File: src/hdl/gds_pkg.sv
// Shared types, constants and helpers for the graph degree statistics unit.
// No dependencies.
`default_nettype none

package gds_pkg;

    localparam int MAX_VERTICES = 32;
    localparam int DEGREE_BITS  = 9;
    localparam int IDX_W        = $clog2(MAX_VERTICES);
    localparam int VTX_W        = 6;
    localparam int LOOP_W       = 8;
    localparam int PAR_W        = 9;

    localparam logic [DEGREE_BITS-1:0] DEG_MAX    = '1;
    localparam logic [VTX_W-1:0]       VTX_LIMIT  = VTX_W'(MAX_VERTICES);
    localparam logic [VTX_W-1:0]       VC_RESET   = 6'd32;
    localparam logic [LOOP_W-1:0]      LOOP_MAX   = '1;
    localparam logic [PAR_W-1:0]       PAR_MAX    = '1;

    typedef struct packed {
        logic [VTX_W-1:0] first_vertex;
        logic [VTX_W-1:0] second_vertex;
        logic             last_edge;
    } gds_in_t;

    typedef struct packed {
        logic                   record_kind;
        logic [VTX_W-1:0]       vertex_number;
        logic [DEGREE_BITS-1:0] vertex_degree;
        logic                   vertex_isolated;
        logic [DEGREE_BITS-1:0] max_degree;
        logic [DEGREE_BITS-1:0] min_degree;
        logic                   is_regular;
        logic [LOOP_W-1:0]      loop_total;
        logic [PAR_W-1:0]       parallel_total;
        logic [VTX_W-1:0]       isolated_total;
        logic                   range_error;
        logic                   last_result;
    } gds_out_t;

    typedef enum logic [7:0] {
        S_IDLE  = 8'b0000_0001,
        S_UPD_A = 8'b0000_0010,
        S_UPD_B = 8'b0000_0100,
        S_RD    = 8'b0000_1000,
        S_LOAD  = 8'b0001_0000,
        S_WAIT  = 8'b0010_0000,
        S_SUM   = 8'b0100_0000,
        S_SWAIT = 8'b1000_0000
    } gds_state_t;

    typedef struct packed {
        logic accept;       // edge beat taken, read both ends
        logic wr_a;         // write first end
        logic wr_b;         // write second end
        logic walk_rd;      // read vertex at walk index
        logic load_vertex;  // per-vertex record into output register
        logic walk_next;    // advance walk index
        logic load_sum;     // summary record into output register
        logic clear;        // wipe run state
    } gds_cmd_t;

    typedef struct packed {
        logic edge_ok;
        logic edge_loop;
        logic edge_last;
        logic walk_last;
        logic out_taken;
    } gds_sts_t;

    function automatic logic [DEGREE_BITS-1:0] sat_add(
        input logic [DEGREE_BITS-1:0] deg,
        input logic [1:0]             inc
    );
        logic [DEGREE_BITS:0] sum;
        sum = {1'b0, deg} + (DEGREE_BITS+1)'(inc);
        return sum[DEGREE_BITS] ? DEG_MAX : sum[DEGREE_BITS-1:0];
    endfunction

endpackage

`default_nettype wire

File: src/hdl/gds_ctrl.sv
// Sequencing state machine for the graph degree statistics unit.
// Depends on gds_pkg; drives gds_dpath through a command struct.
`default_nettype none

module gds_ctrl
    import gds_pkg::*;
(
    input  wire logic     aclk,
    input  wire logic     aresetn,
    input  wire logic     s_valid,
    output logic          s_ready,
    input  wire gds_sts_t sts,
    output gds_cmd_t      cmd
);

    gds_state_t state_reg, state_next;

    always_ff @(posedge aclk) begin
        if (!aresetn) begin
            state_reg <= S_IDLE;
        end else begin
            state_reg <= state_next;
        end
    end

    assign s_ready = (state_reg == S_IDLE);

    always_comb begin
        state_next = state_reg;
        cmd        = '0;
        unique case (state_reg)
            S_IDLE: begin
                if (s_valid) begin
                    cmd.accept = 1'b1;
                    state_next = S_UPD_A;
                end
            end
            S_UPD_A: begin
                cmd.wr_a = sts.edge_ok;
                priority if (sts.edge_ok && !sts.edge_loop) begin
                    state_next = S_UPD_B;
                end else if (sts.edge_last) begin
                    state_next = S_RD;
                end else begin
                    state_next = S_IDLE;
                end
            end
            S_UPD_B: begin
                cmd.wr_b   = 1'b1;
                state_next = sts.edge_last ? S_RD : S_IDLE;
            end
            S_RD: begin
                cmd.walk_rd = 1'b1;
                state_next  = S_LOAD;
            end
            S_LOAD: begin
                cmd.load_vertex = 1'b1;
                state_next      = S_WAIT;
            end
            S_WAIT: begin
                if (sts.out_taken) begin
                    if (sts.walk_last) begin
                        state_next = S_SUM;
                    end else begin
                        cmd.walk_next = 1'b1;
                        state_next    = S_RD;
                    end
                end
            end
            S_SUM: begin
                cmd.load_sum = 1'b1;
                state_next   = S_SWAIT;
            end
            S_SWAIT: begin
                if (sts.out_taken) begin
                    cmd.clear  = 1'b1;
                    state_next = S_IDLE;
                end
            end
            default: begin
                state_next = S_IDLE;
            end
        endcase
    end

endmodule

`default_nettype wire

File: src/hdl/gds_dpath.sv
// Datapath: degree memory, run counters, walk statistics, output register.
// Depends on gds_pkg; steered by gds_ctrl.
`default_nettype none

module gds_dpath
    import gds_pkg::*;
(
    input  wire logic       aclk,
    input  wire logic       aresetn,
    input  wire logic       cfg_wr_en,
    input  wire logic [VTX_W-1:0] cfg_wr_data,
    input  wire gds_in_t    s_data,
    output gds_out_t        m_data,
    output logic            m_valid,
    input  wire logic       m_ready,
    input  wire gds_cmd_t   cmd,
    output gds_sts_t        sts
);

    // configuration
    logic [VTX_W-1:0] vc_reg;
    logic [VTX_W-1:0] eff_n;

    always_ff @(posedge aclk) begin
        if (!aresetn) begin
            vc_reg <= VC_RESET;
        end else if (cfg_wr_en) begin
            vc_reg <= cfg_wr_data;
        end
    end

    always_comb begin
        priority if (vc_reg == '0) begin
            eff_n = VTX_W'(1);
        end else if (vc_reg > VTX_LIMIT) begin
            eff_n = VTX_LIMIT;
        end else begin
            eff_n = vc_reg;
        end
    end

    // incoming edge decode
    logic [VTX_W-1:0] in_a, in_b, in_lo, in_hi, a_m1, b_m1;
    logic [IDX_W-1:0] a_idx_in, b_idx_in;
    logic             in_ok, in_loop;

    assign in_a     = s_data.first_vertex;
    assign in_b     = s_data.second_vertex;
    assign in_ok    = (in_a != '0) && (in_b != '0) && (in_a <= eff_n) && (in_b <= eff_n);
    assign in_loop  = (in_a == in_b);
    assign in_lo    = (in_a < in_b) ? in_a : in_b;
    assign in_hi    = (in_a < in_b) ? in_b : in_a;
    assign a_m1     = in_a - VTX_W'(1);
    assign b_m1     = in_b - VTX_W'(1);
    assign a_idx_in = a_m1[IDX_W-1:0];
    assign b_idx_in = b_m1[IDX_W-1:0];

    logic [IDX_W-1:0] a_idx_reg, b_idx_reg;
    logic             ok_reg, loop_reg, last_reg;

    always_ff @(posedge aclk) begin
        if (cmd.accept) begin
            a_idx_reg <= a_idx_in;
            b_idx_reg <= b_idx_in;
            ok_reg    <= in_ok;
            loop_reg  <= in_loop;
            last_reg  <= s_data.last_edge;
        end
    end

    // degree memory; entries not yet written read as zero
    logic [DEGREE_BITS-1:0]  deg_mem [MAX_VERTICES];
    logic [MAX_VERTICES-1:0] deg_vld_reg;
    logic [DEGREE_BITS-1:0]  rd_a_reg, rd_b_reg, deg_a, deg_b, wr_data;
    logic                    vld_a_reg, vld_b_reg, rd_en, wr_en;
    logic [IDX_W-1:0]        rd_addr_a, wr_addr;
    logic [IDX_W-1:0]        walk_idx_reg;

    assign rd_en     = cmd.accept | cmd.walk_rd;
    assign rd_addr_a = cmd.accept ? a_idx_in : walk_idx_reg;
    assign wr_en     = cmd.wr_a | cmd.wr_b;
    assign wr_addr   = cmd.wr_b ? b_idx_reg : a_idx_reg;
    assign deg_a     = vld_a_reg ? rd_a_reg : '0;
    assign deg_b     = vld_b_reg ? rd_b_reg : '0;
    assign wr_data   = cmd.wr_b ? sat_add(deg_b, 2'd1)
                                : sat_add(deg_a, loop_reg ? 2'd2 : 2'd1);

    always_ff @(posedge aclk) begin
        if (rd_en) begin
            rd_a_reg  <= deg_mem[rd_addr_a];
            rd_b_reg  <= deg_mem[b_idx_in];
            vld_a_reg <= deg_vld_reg[rd_addr_a];
            vld_b_reg <= deg_vld_reg[b_idx_in];
        end
        if (wr_en) begin
            deg_mem[wr_addr] <= wr_data;
        end
    end

    always_ff @(posedge aclk) begin
        if (!aresetn || cmd.clear) begin
            deg_vld_reg <= '0;
        end else if (wr_en) begin
            deg_vld_reg[wr_addr] <= 1'b1;
        end
    end

    // run counters and previous-edge memory
    logic [LOOP_W-1:0] loop_cnt_reg;
    logic [PAR_W-1:0]  par_cnt_reg;
    logic [PAR_W:0]    par_sum;
    logic [VTX_W-1:0]  prev_lo_reg, prev_hi_reg;
    logic              prev_vld_reg, err_reg;

    assign par_sum = {1'b0, par_cnt_reg} + (PAR_W+1)'(2);

    always_ff @(posedge aclk) begin
        if (!aresetn || cmd.clear) begin
            loop_cnt_reg <= '0;
            par_cnt_reg  <= '0;
            prev_lo_reg  <= '0;
            prev_hi_reg  <= '0;
            prev_vld_reg <= 1'b0;
            err_reg      <= 1'b0;
        end else if (cmd.accept) begin
            priority if (!in_ok) begin
                err_reg <= 1'b1;
            end else if (in_loop) begin
                if (loop_cnt_reg != LOOP_MAX) begin
                    loop_cnt_reg <= loop_cnt_reg + LOOP_W'(1);
                end
                prev_vld_reg <= 1'b0;
            end else begin
                if (prev_vld_reg && prev_lo_reg == in_lo && prev_hi_reg == in_hi) begin
                    par_cnt_reg <= par_sum[PAR_W] ? PAR_MAX : par_sum[PAR_W-1:0];
                end
                prev_lo_reg  <= in_lo;
                prev_hi_reg  <= in_hi;
                prev_vld_reg <= 1'b1;
            end
        end
    end

    // walk statistics
    logic [DEGREE_BITS-1:0] max_reg, min_reg, first_reg;
    logic [VTX_W-1:0]       iso_reg, walk_num;
    logic                   reg_flag_reg, walk_first;

    assign walk_num   = VTX_W'(walk_idx_reg) + VTX_W'(1);
    assign walk_first = (walk_idx_reg == '0);

    always_ff @(posedge aclk) begin
        if (!aresetn || cmd.clear) begin
            walk_idx_reg <= '0;
            max_reg      <= '0;
            min_reg      <= DEG_MAX;
            iso_reg      <= '0;
            reg_flag_reg <= 1'b1;
        end else begin
            if (cmd.walk_next) begin
                walk_idx_reg <= walk_idx_reg + IDX_W'(1);
            end
            if (cmd.load_vertex) begin
                if (deg_a > max_reg) max_reg <= deg_a;
                if (deg_a < min_reg) min_reg <= deg_a;
                if (deg_a == '0)     iso_reg <= iso_reg + VTX_W'(1);
                if (!walk_first && deg_a != first_reg) reg_flag_reg <= 1'b0;
            end
        end
    end

    always_ff @(posedge aclk) begin
        if (cmd.load_vertex && walk_first) begin
            first_reg <= deg_a;
        end
    end

    // output register
    gds_out_t m_data_reg;
    logic     m_valid_reg;

    always_ff @(posedge aclk) begin
        if (!aresetn) begin
            m_valid_reg <= 1'b0;
        end else if (cmd.load_vertex || cmd.load_sum) begin
            m_valid_reg <= 1'b1;
        end else if (m_valid_reg && m_ready) begin
            m_valid_reg <= 1'b0;
        end
    end

    always_ff @(posedge aclk) begin
        if (cmd.load_vertex) begin
            m_data_reg                 <= '0;
            m_data_reg.vertex_number   <= walk_num;
            m_data_reg.vertex_degree   <= deg_a;
            m_data_reg.vertex_isolated <= (deg_a == '0);
        end else if (cmd.load_sum) begin
            m_data_reg                <= '0;
            m_data_reg.record_kind    <= 1'b1;
            m_data_reg.max_degree     <= max_reg;
            m_data_reg.min_degree     <= min_reg;
            m_data_reg.is_regular     <= reg_flag_reg;
            m_data_reg.loop_total     <= loop_cnt_reg;
            m_data_reg.parallel_total <= par_cnt_reg;
            m_data_reg.isolated_total <= iso_reg;
            m_data_reg.range_error    <= err_reg;
            m_data_reg.last_result    <= 1'b1;
        end
    end

    assign m_data  = m_data_reg;
    assign m_valid = m_valid_reg;

    assign sts.edge_ok   = ok_reg;
    assign sts.edge_loop = loop_reg;
    assign sts.edge_last = last_reg;
    assign sts.walk_last = (walk_num == eff_n);
    assign sts.out_taken = m_valid_reg & m_ready;

endmodule

`default_nettype wire

File: src/hdl/graph_degree_statistics_unit.sv
// Flow: an edge beat passes IDLE and UPD_A (loop or out-of-range) or IDLE, UPD_A
//   and UPD_B (ordinary edge); one write port on the degree memory sets that split.
// On the last edge, each vertex record is read (RD) and loaded (LOAD) once the
//   previous one is taken, the summary loaded (SUM) once the last one is taken.
// Reset (aresetn low, synchronous) clears degrees, counters and vertex_count=32.
`default_nettype none

// Top level: graph degree statistics over an edge stream.
// Depends on gds_pkg, gds_ctrl and gds_dpath.
module graph_degree_statistics_unit
    import gds_pkg::*;
(
    input  wire logic             aclk,
    input  wire logic             aresetn,
    // configuration: vertex_count
    input  wire logic             cfg_wr_en,
    input  wire logic [VTX_W-1:0] cfg_wr_data,
    // edge beats
    input  wire logic             s_valid,
    output logic                  s_ready,
    input  wire gds_in_t          s_data,
    // result beats
    output logic                  m_valid,
    input  wire logic             m_ready,
    output gds_out_t              m_data
);

    // Flow of one edge:
    //   IDLE   - beat taken, both endpoint degrees read from the memory,
    //            loop / parallel / range bookkeeping done in the same cycle.
    //   UPD_A  - first endpoint written back if in range (+2 for a loop, +1 otherwise).
    //   UPD_B  - second endpoint written back (ordinary edges only).
    // On a last edge the walk runs over vertices 1..n: read, load the output
    // register, wait for the sink, then the summary. Taking the summary
    // clears the run state (all valid bits of the degree memory at once).
    // s_ready is high only in IDLE, so no edge arrives while records drain.

    gds_cmd_t cmd;
    gds_sts_t sts;

    gds_ctrl u_ctrl (
        .aclk    (aclk),
        .aresetn (aresetn),
        .s_valid (s_valid),
        .s_ready (s_ready),
        .sts     (sts),
        .cmd     (cmd)
    );

    gds_dpath u_dpath (
        .aclk        (aclk),
        .aresetn     (aresetn),
        .cfg_wr_en   (cfg_wr_en),
        .cfg_wr_data (cfg_wr_data),
        .s_data      (s_data),
        .m_data      (m_data),
        .m_valid     (m_valid),
        .m_ready     (m_ready),
        .cmd         (cmd),
        .sts         (sts)
    );

endmodule

`default_nettype wire

File: config.mk
export PLATFORM = sky130hd
export DESIGN_NAME = graph_degree_statistics_unit
export DESIGN_NICKNAME = d
export VERILOG_FILES = /design/src/hdl/gds_pkg.sv /design/src/hdl/gds_ctrl.sv /design/src/hdl/gds_dpath.sv /design/src/hdl/graph_degree_statistics_unit.sv
export SDC_FILE = /design/constraint.sdc
export NUM_CORES = 1
export LEC_CHECK = 0
export ABC_CLOCK_PERIOD_IN_PS = 4400
export BUFFER_PORTS_ARGS = -buffer_cell sky130_fd_sc_hd__buf_2
export CELL_PAD_IN_SITES_DETAIL_PLACEMENT = 0
export CELL_PAD_IN_SITES_GLOBAL_PLACEMENT = 1
export CORE_MARGIN = 4
export CORE_UTILIZATION = 51
export CTS_BUF_LIST = sky130_fd_sc_hd__clkbuf_16
export DETAILED_ROUTE_END_ITERATION = 8
export PLACE_DENSITY = 0.8
export REMOVE_ABC_BUFFERS = 1
export SETUP_SLACK_MARGIN = 0.3
export SLEW_MARGIN = 10
export SYNTH_ARGS = -nofsm -noshare
export SYNTH_HDL_FRONTEND = slang
export SYNTH_SLANG_ARGS = --single-unit
File: constraint.sdc
create_clock -name aclk -period 4.4 [get_ports aclk]
set_input_delay 0.88 -clock aclk [delete_from_list [all_inputs] [get_ports aclk]]
set_output_delay 0.88 -clock aclk [all_outputs]
set_load 0.1 [all_outputs]
==> results.json <==
{
  "hold_slack_ns": 0.459,
  "drc_errors": 0,
  "reg2reg_depth": 10,
  "hp-class": "reg -> reg",
  "critPathCaptureType": "register",
  "firstDrtPassIters": 6,
  "maxSlewHeadroom": 0.238,
  "setup_ws_ns": 0.926,
  "fin_crit_ns": 3.47,
  "synth.top_cell.area_share": 0.436,
  "hold_path_depth": 2,
  "rr_endpoint": "u_dpath.rd_a_reg[4]",
  "final_util": 0.590,
  "fp.coreArea_mm2": 0.0458,
  "grt_pass1_vias": 16810,
  "cts_setup_buffers": 0,
  "synth_fa_ha_area_frac": 0.0250,
  "register_area_mm2": 0.0134,
  "grt_max_degree": 80,
  "synth_common_cells": "edfxtp_1, nand2_1, nor2_1",
  "status": "complete, no violations",
  "via_per_inst": 6.20,
  "dominantRegCellSynth": "edfxtp_1",
  "yosysUniqueCellTypes": 78,
  "ioPinCount": 87,
  "grt_pass1_wl_mm": 100,
  "dieArea_mm2": 0.0502,
  "power_mw": 10.8,
  "ctsHoldBuffers": 0,
  "diodes": 0,
  "cp_cell_sequence": "nor4_2, buf_4, nand3_1, inv_2, o31ai_4, buf_4, nand3_1, and3_1, a31oi_1, nand3_1",
  "nets": 2200,
  "antenna_found_initial": 0,
  "synth_edf_count": 346,
  "synth_compound_area_frac": 0.0706,
  "synth.avg_cell_area_um2": 11.7,
  "ant_nets": 0,
  "synth_top_family_by_area": "simple AND/OR/NAND/NOR gates",
  "fp-row-count": 78,
  "muxShareOfSynthArea": 0.137,
  "clk_pin_slew_worst_paths_ns": 0.06,
  "synth_seq_area_share": 0.564,
  "worst_pin_slew_ns": 1.14,
  "clk-insertion-delay-late_ns": 0.61,
  "critPathLaunchType": "register",
  "cts_buffers": 51,
  "critical_path.max_stage_delay_ns": 0.93,
  "cts_tree": "yes",
  "clock_sinks": 498,
  "cts_buffer_depth": 3,
  "routed_wl_mm": 65.7,
  "report.final.slew_viol_count": 0,
  "dp_hpwl_mm": 42.7,
  "cp.required_ns": 4.71,
  "max_freq_mhz": 288,
  "drt-initial-drc-count": 1578,
  "die_h_um": 224,
  "synth-seq-cells": 498,
  "slowest_stage": "o31ai_4",
  "synthMostInstantiatedCell": "edfxtp_1",
  "multi_input_area_mm2": 0.00985,
  "ff2ff_setup_slack_ns": 0.93,
  "gp_congestion": 0.883,
  "num_vias": 17172,
  "cts_resized": 0,
  "port_buffers": 86,
  "finalSetupViolations": 0,
  "clock-root-buffer": "clkbuf_16",
  "async_reset_ff_frac": 0,
  "syn_inst": 2030,
  "top_usage_layer": "met2",
  "fin_skew_ns": 0.0260,
  "synthTopCellsByArea": "edfxtp_1, dfxtp_1, mux4_2, nand2_1, mux2i_1",
  "drive_gt1_frac": 0.172,
  "drv_cap": 0,
  "gr-total-overflow": 0,
  "htree_levels": 2,
  "hold_violations": 0,
  "post_drt_wl_per_cell_um": 23.7,
  "power_density_mw_per_mm2": 399,
  "syn_area_mm2": 0.0238,
  "yosysWarnings": 0,
  "fillers": 3661,
  "start_util": 0.521,
  "met2_usage": 0.405,
  "synthXorXnorAreaFrac": 0.0223,
  "die_x_um": 224,
  "path_max_fanout": 17,
  "yosys.area_share.simple": 0.151,
  "cp_common_cell": "nand3_1",
  "use_met3": 0.0596,
  "grt_use_total": 0.259,
  "grt_util_met1": 0.348,
  "synth_area_leader_cell": "edfxtp_1",
  "hold_start": "u_dpath.reg_flag_reg",
  "leakage_nw": 10.1,
  "area_growth_pct": 13.3,
  "ir_worst_vdd_mv": 0.303,
  "reg2reg_from": "u_ctrl.state_reg[7]",
  "critPathKind": "reg -> reg",
  "rsz0062_at_grt": "false",
  "largest_reg_flops": 288,
  "pre_cts_ws_ns": 0.441,
  "worstPathArrival_ns": 3.79,
  "finalCritPeriodShare": 0.790,
  "hold_path_end": "u_dpath.reg_flag_reg"
}
worst max path at each step:
| stage | cells past startpoint | start | to |
|---|---|---|---|
| after detailed placement | 13 | s_data[2] | u_dpath.par_cnt_reg[7] |
| after global routing | 11 | u_dpath.vld_a_reg | u_dpath.deg_mem[1][5] |
| final | 10 | u_ctrl.state_reg[7] | u_dpath.rd_a_reg[4] |
| after CTS | 10 | u_ctrl.state_reg[7] | u_dpath.rd_a_reg[4] |
| after floorplan | 8 | s_valid | u_dpath.rd_a_reg[0] |
| after global placement | 13 | s_data[2] | u_dpath.par_cnt_reg[7] |
metal layers:
metal | vias up | share of wire
met2 | 836 | 0.46
met4 | 2 | 0.043
met1 | 8436 | 0.40
met3 | 164 | 0.10
li1 | 7734 | -
met5 | - | 0.0011
worst max-delay path: cells and delay by family, from the launching register on:
kind	cells	cell delay (ns)
AO/OA/AOI/OAI	2	1.25
buffers and inverters	3	0.68
AND/OR/NAND/NOR	5	0.67
flip-flops	1	0.57
report_power, final:
group / leakage [nW] / internal, mW / total (mW) / switching, mW
clock: 0.835 / 2.35 / 4.16 / 1.81
sequential: 4.43 / 5.18 / 5.25 / 0.0681
combinational: 4.84 / 0.465 / 1.35 / 0.888
layout by cell type (no fill, tap or decap), types with 9 or more instances in the layout:
master / netlist / routed
nand2_1: 326 / 326
clkinv_1: 1 / 13
xnor2_1: 38 / 37
buf_4: 2 / 73
and3_1: 22 / 22
edfxtp_1: 346 / 346
a31oi_1: 35 / 33
nor2b_1: 21 / 21
nand3_1: 112 / 112
a222oi_1: 10 / 10
mux2i_1: 102 / 102
dfxtp_1: 152 / 152
xor2_1: 20 / 19
clkinv_2: 0 / 9
o21a_1: 21 / 21
nand4_1: 33 / 33
inv_1: 59 / 72
mux4_2: 100 / 100
ha_1: 46 / 45
a32oi_1: 22 / 22
buf_2: 21 / 85
a211oi_1: 15 / 15
o21ai_0: 22 / 21
nor3_1: 13 / 13
clkbuf_16: 0 / 53
a21oi_1: 58 / 51
o211ai_1: 11 / 11
nor2_1: 211 / 211
cell families (layout without fill, tap and decap cells):
group	count (synthesis)	in the layout
AOI/OAI and AO/OA	244	244
xor gates and xnor gates	59	59
adders and majority gates	47	47
buffers and inverters	181	322
DFF	498	498
muxes	202	202
and+or+nand+nor	799	799
area by class of cell:
class                      count  area share
sequential                   498       0.498
multi-input combinational   1351       0.365
clock buffer                  53      0.0491
timing repair buffer         166      0.0417
tap                          600      0.0278
clock inverter                42      0.0101
inverter                      61     0.00848
stage by stage:
stage               cells  instance area (um^2)  TNS, ns
floorplan            1910                 23300   -90.63
global placement     2676                 25400        0
detailed placement   2676                 25400        0
CTS                  2771                 27000        0
global route         2771                 27000        0
finish               2771                 27000        0
Note: power is estimated with default switching activity, not from simulation.
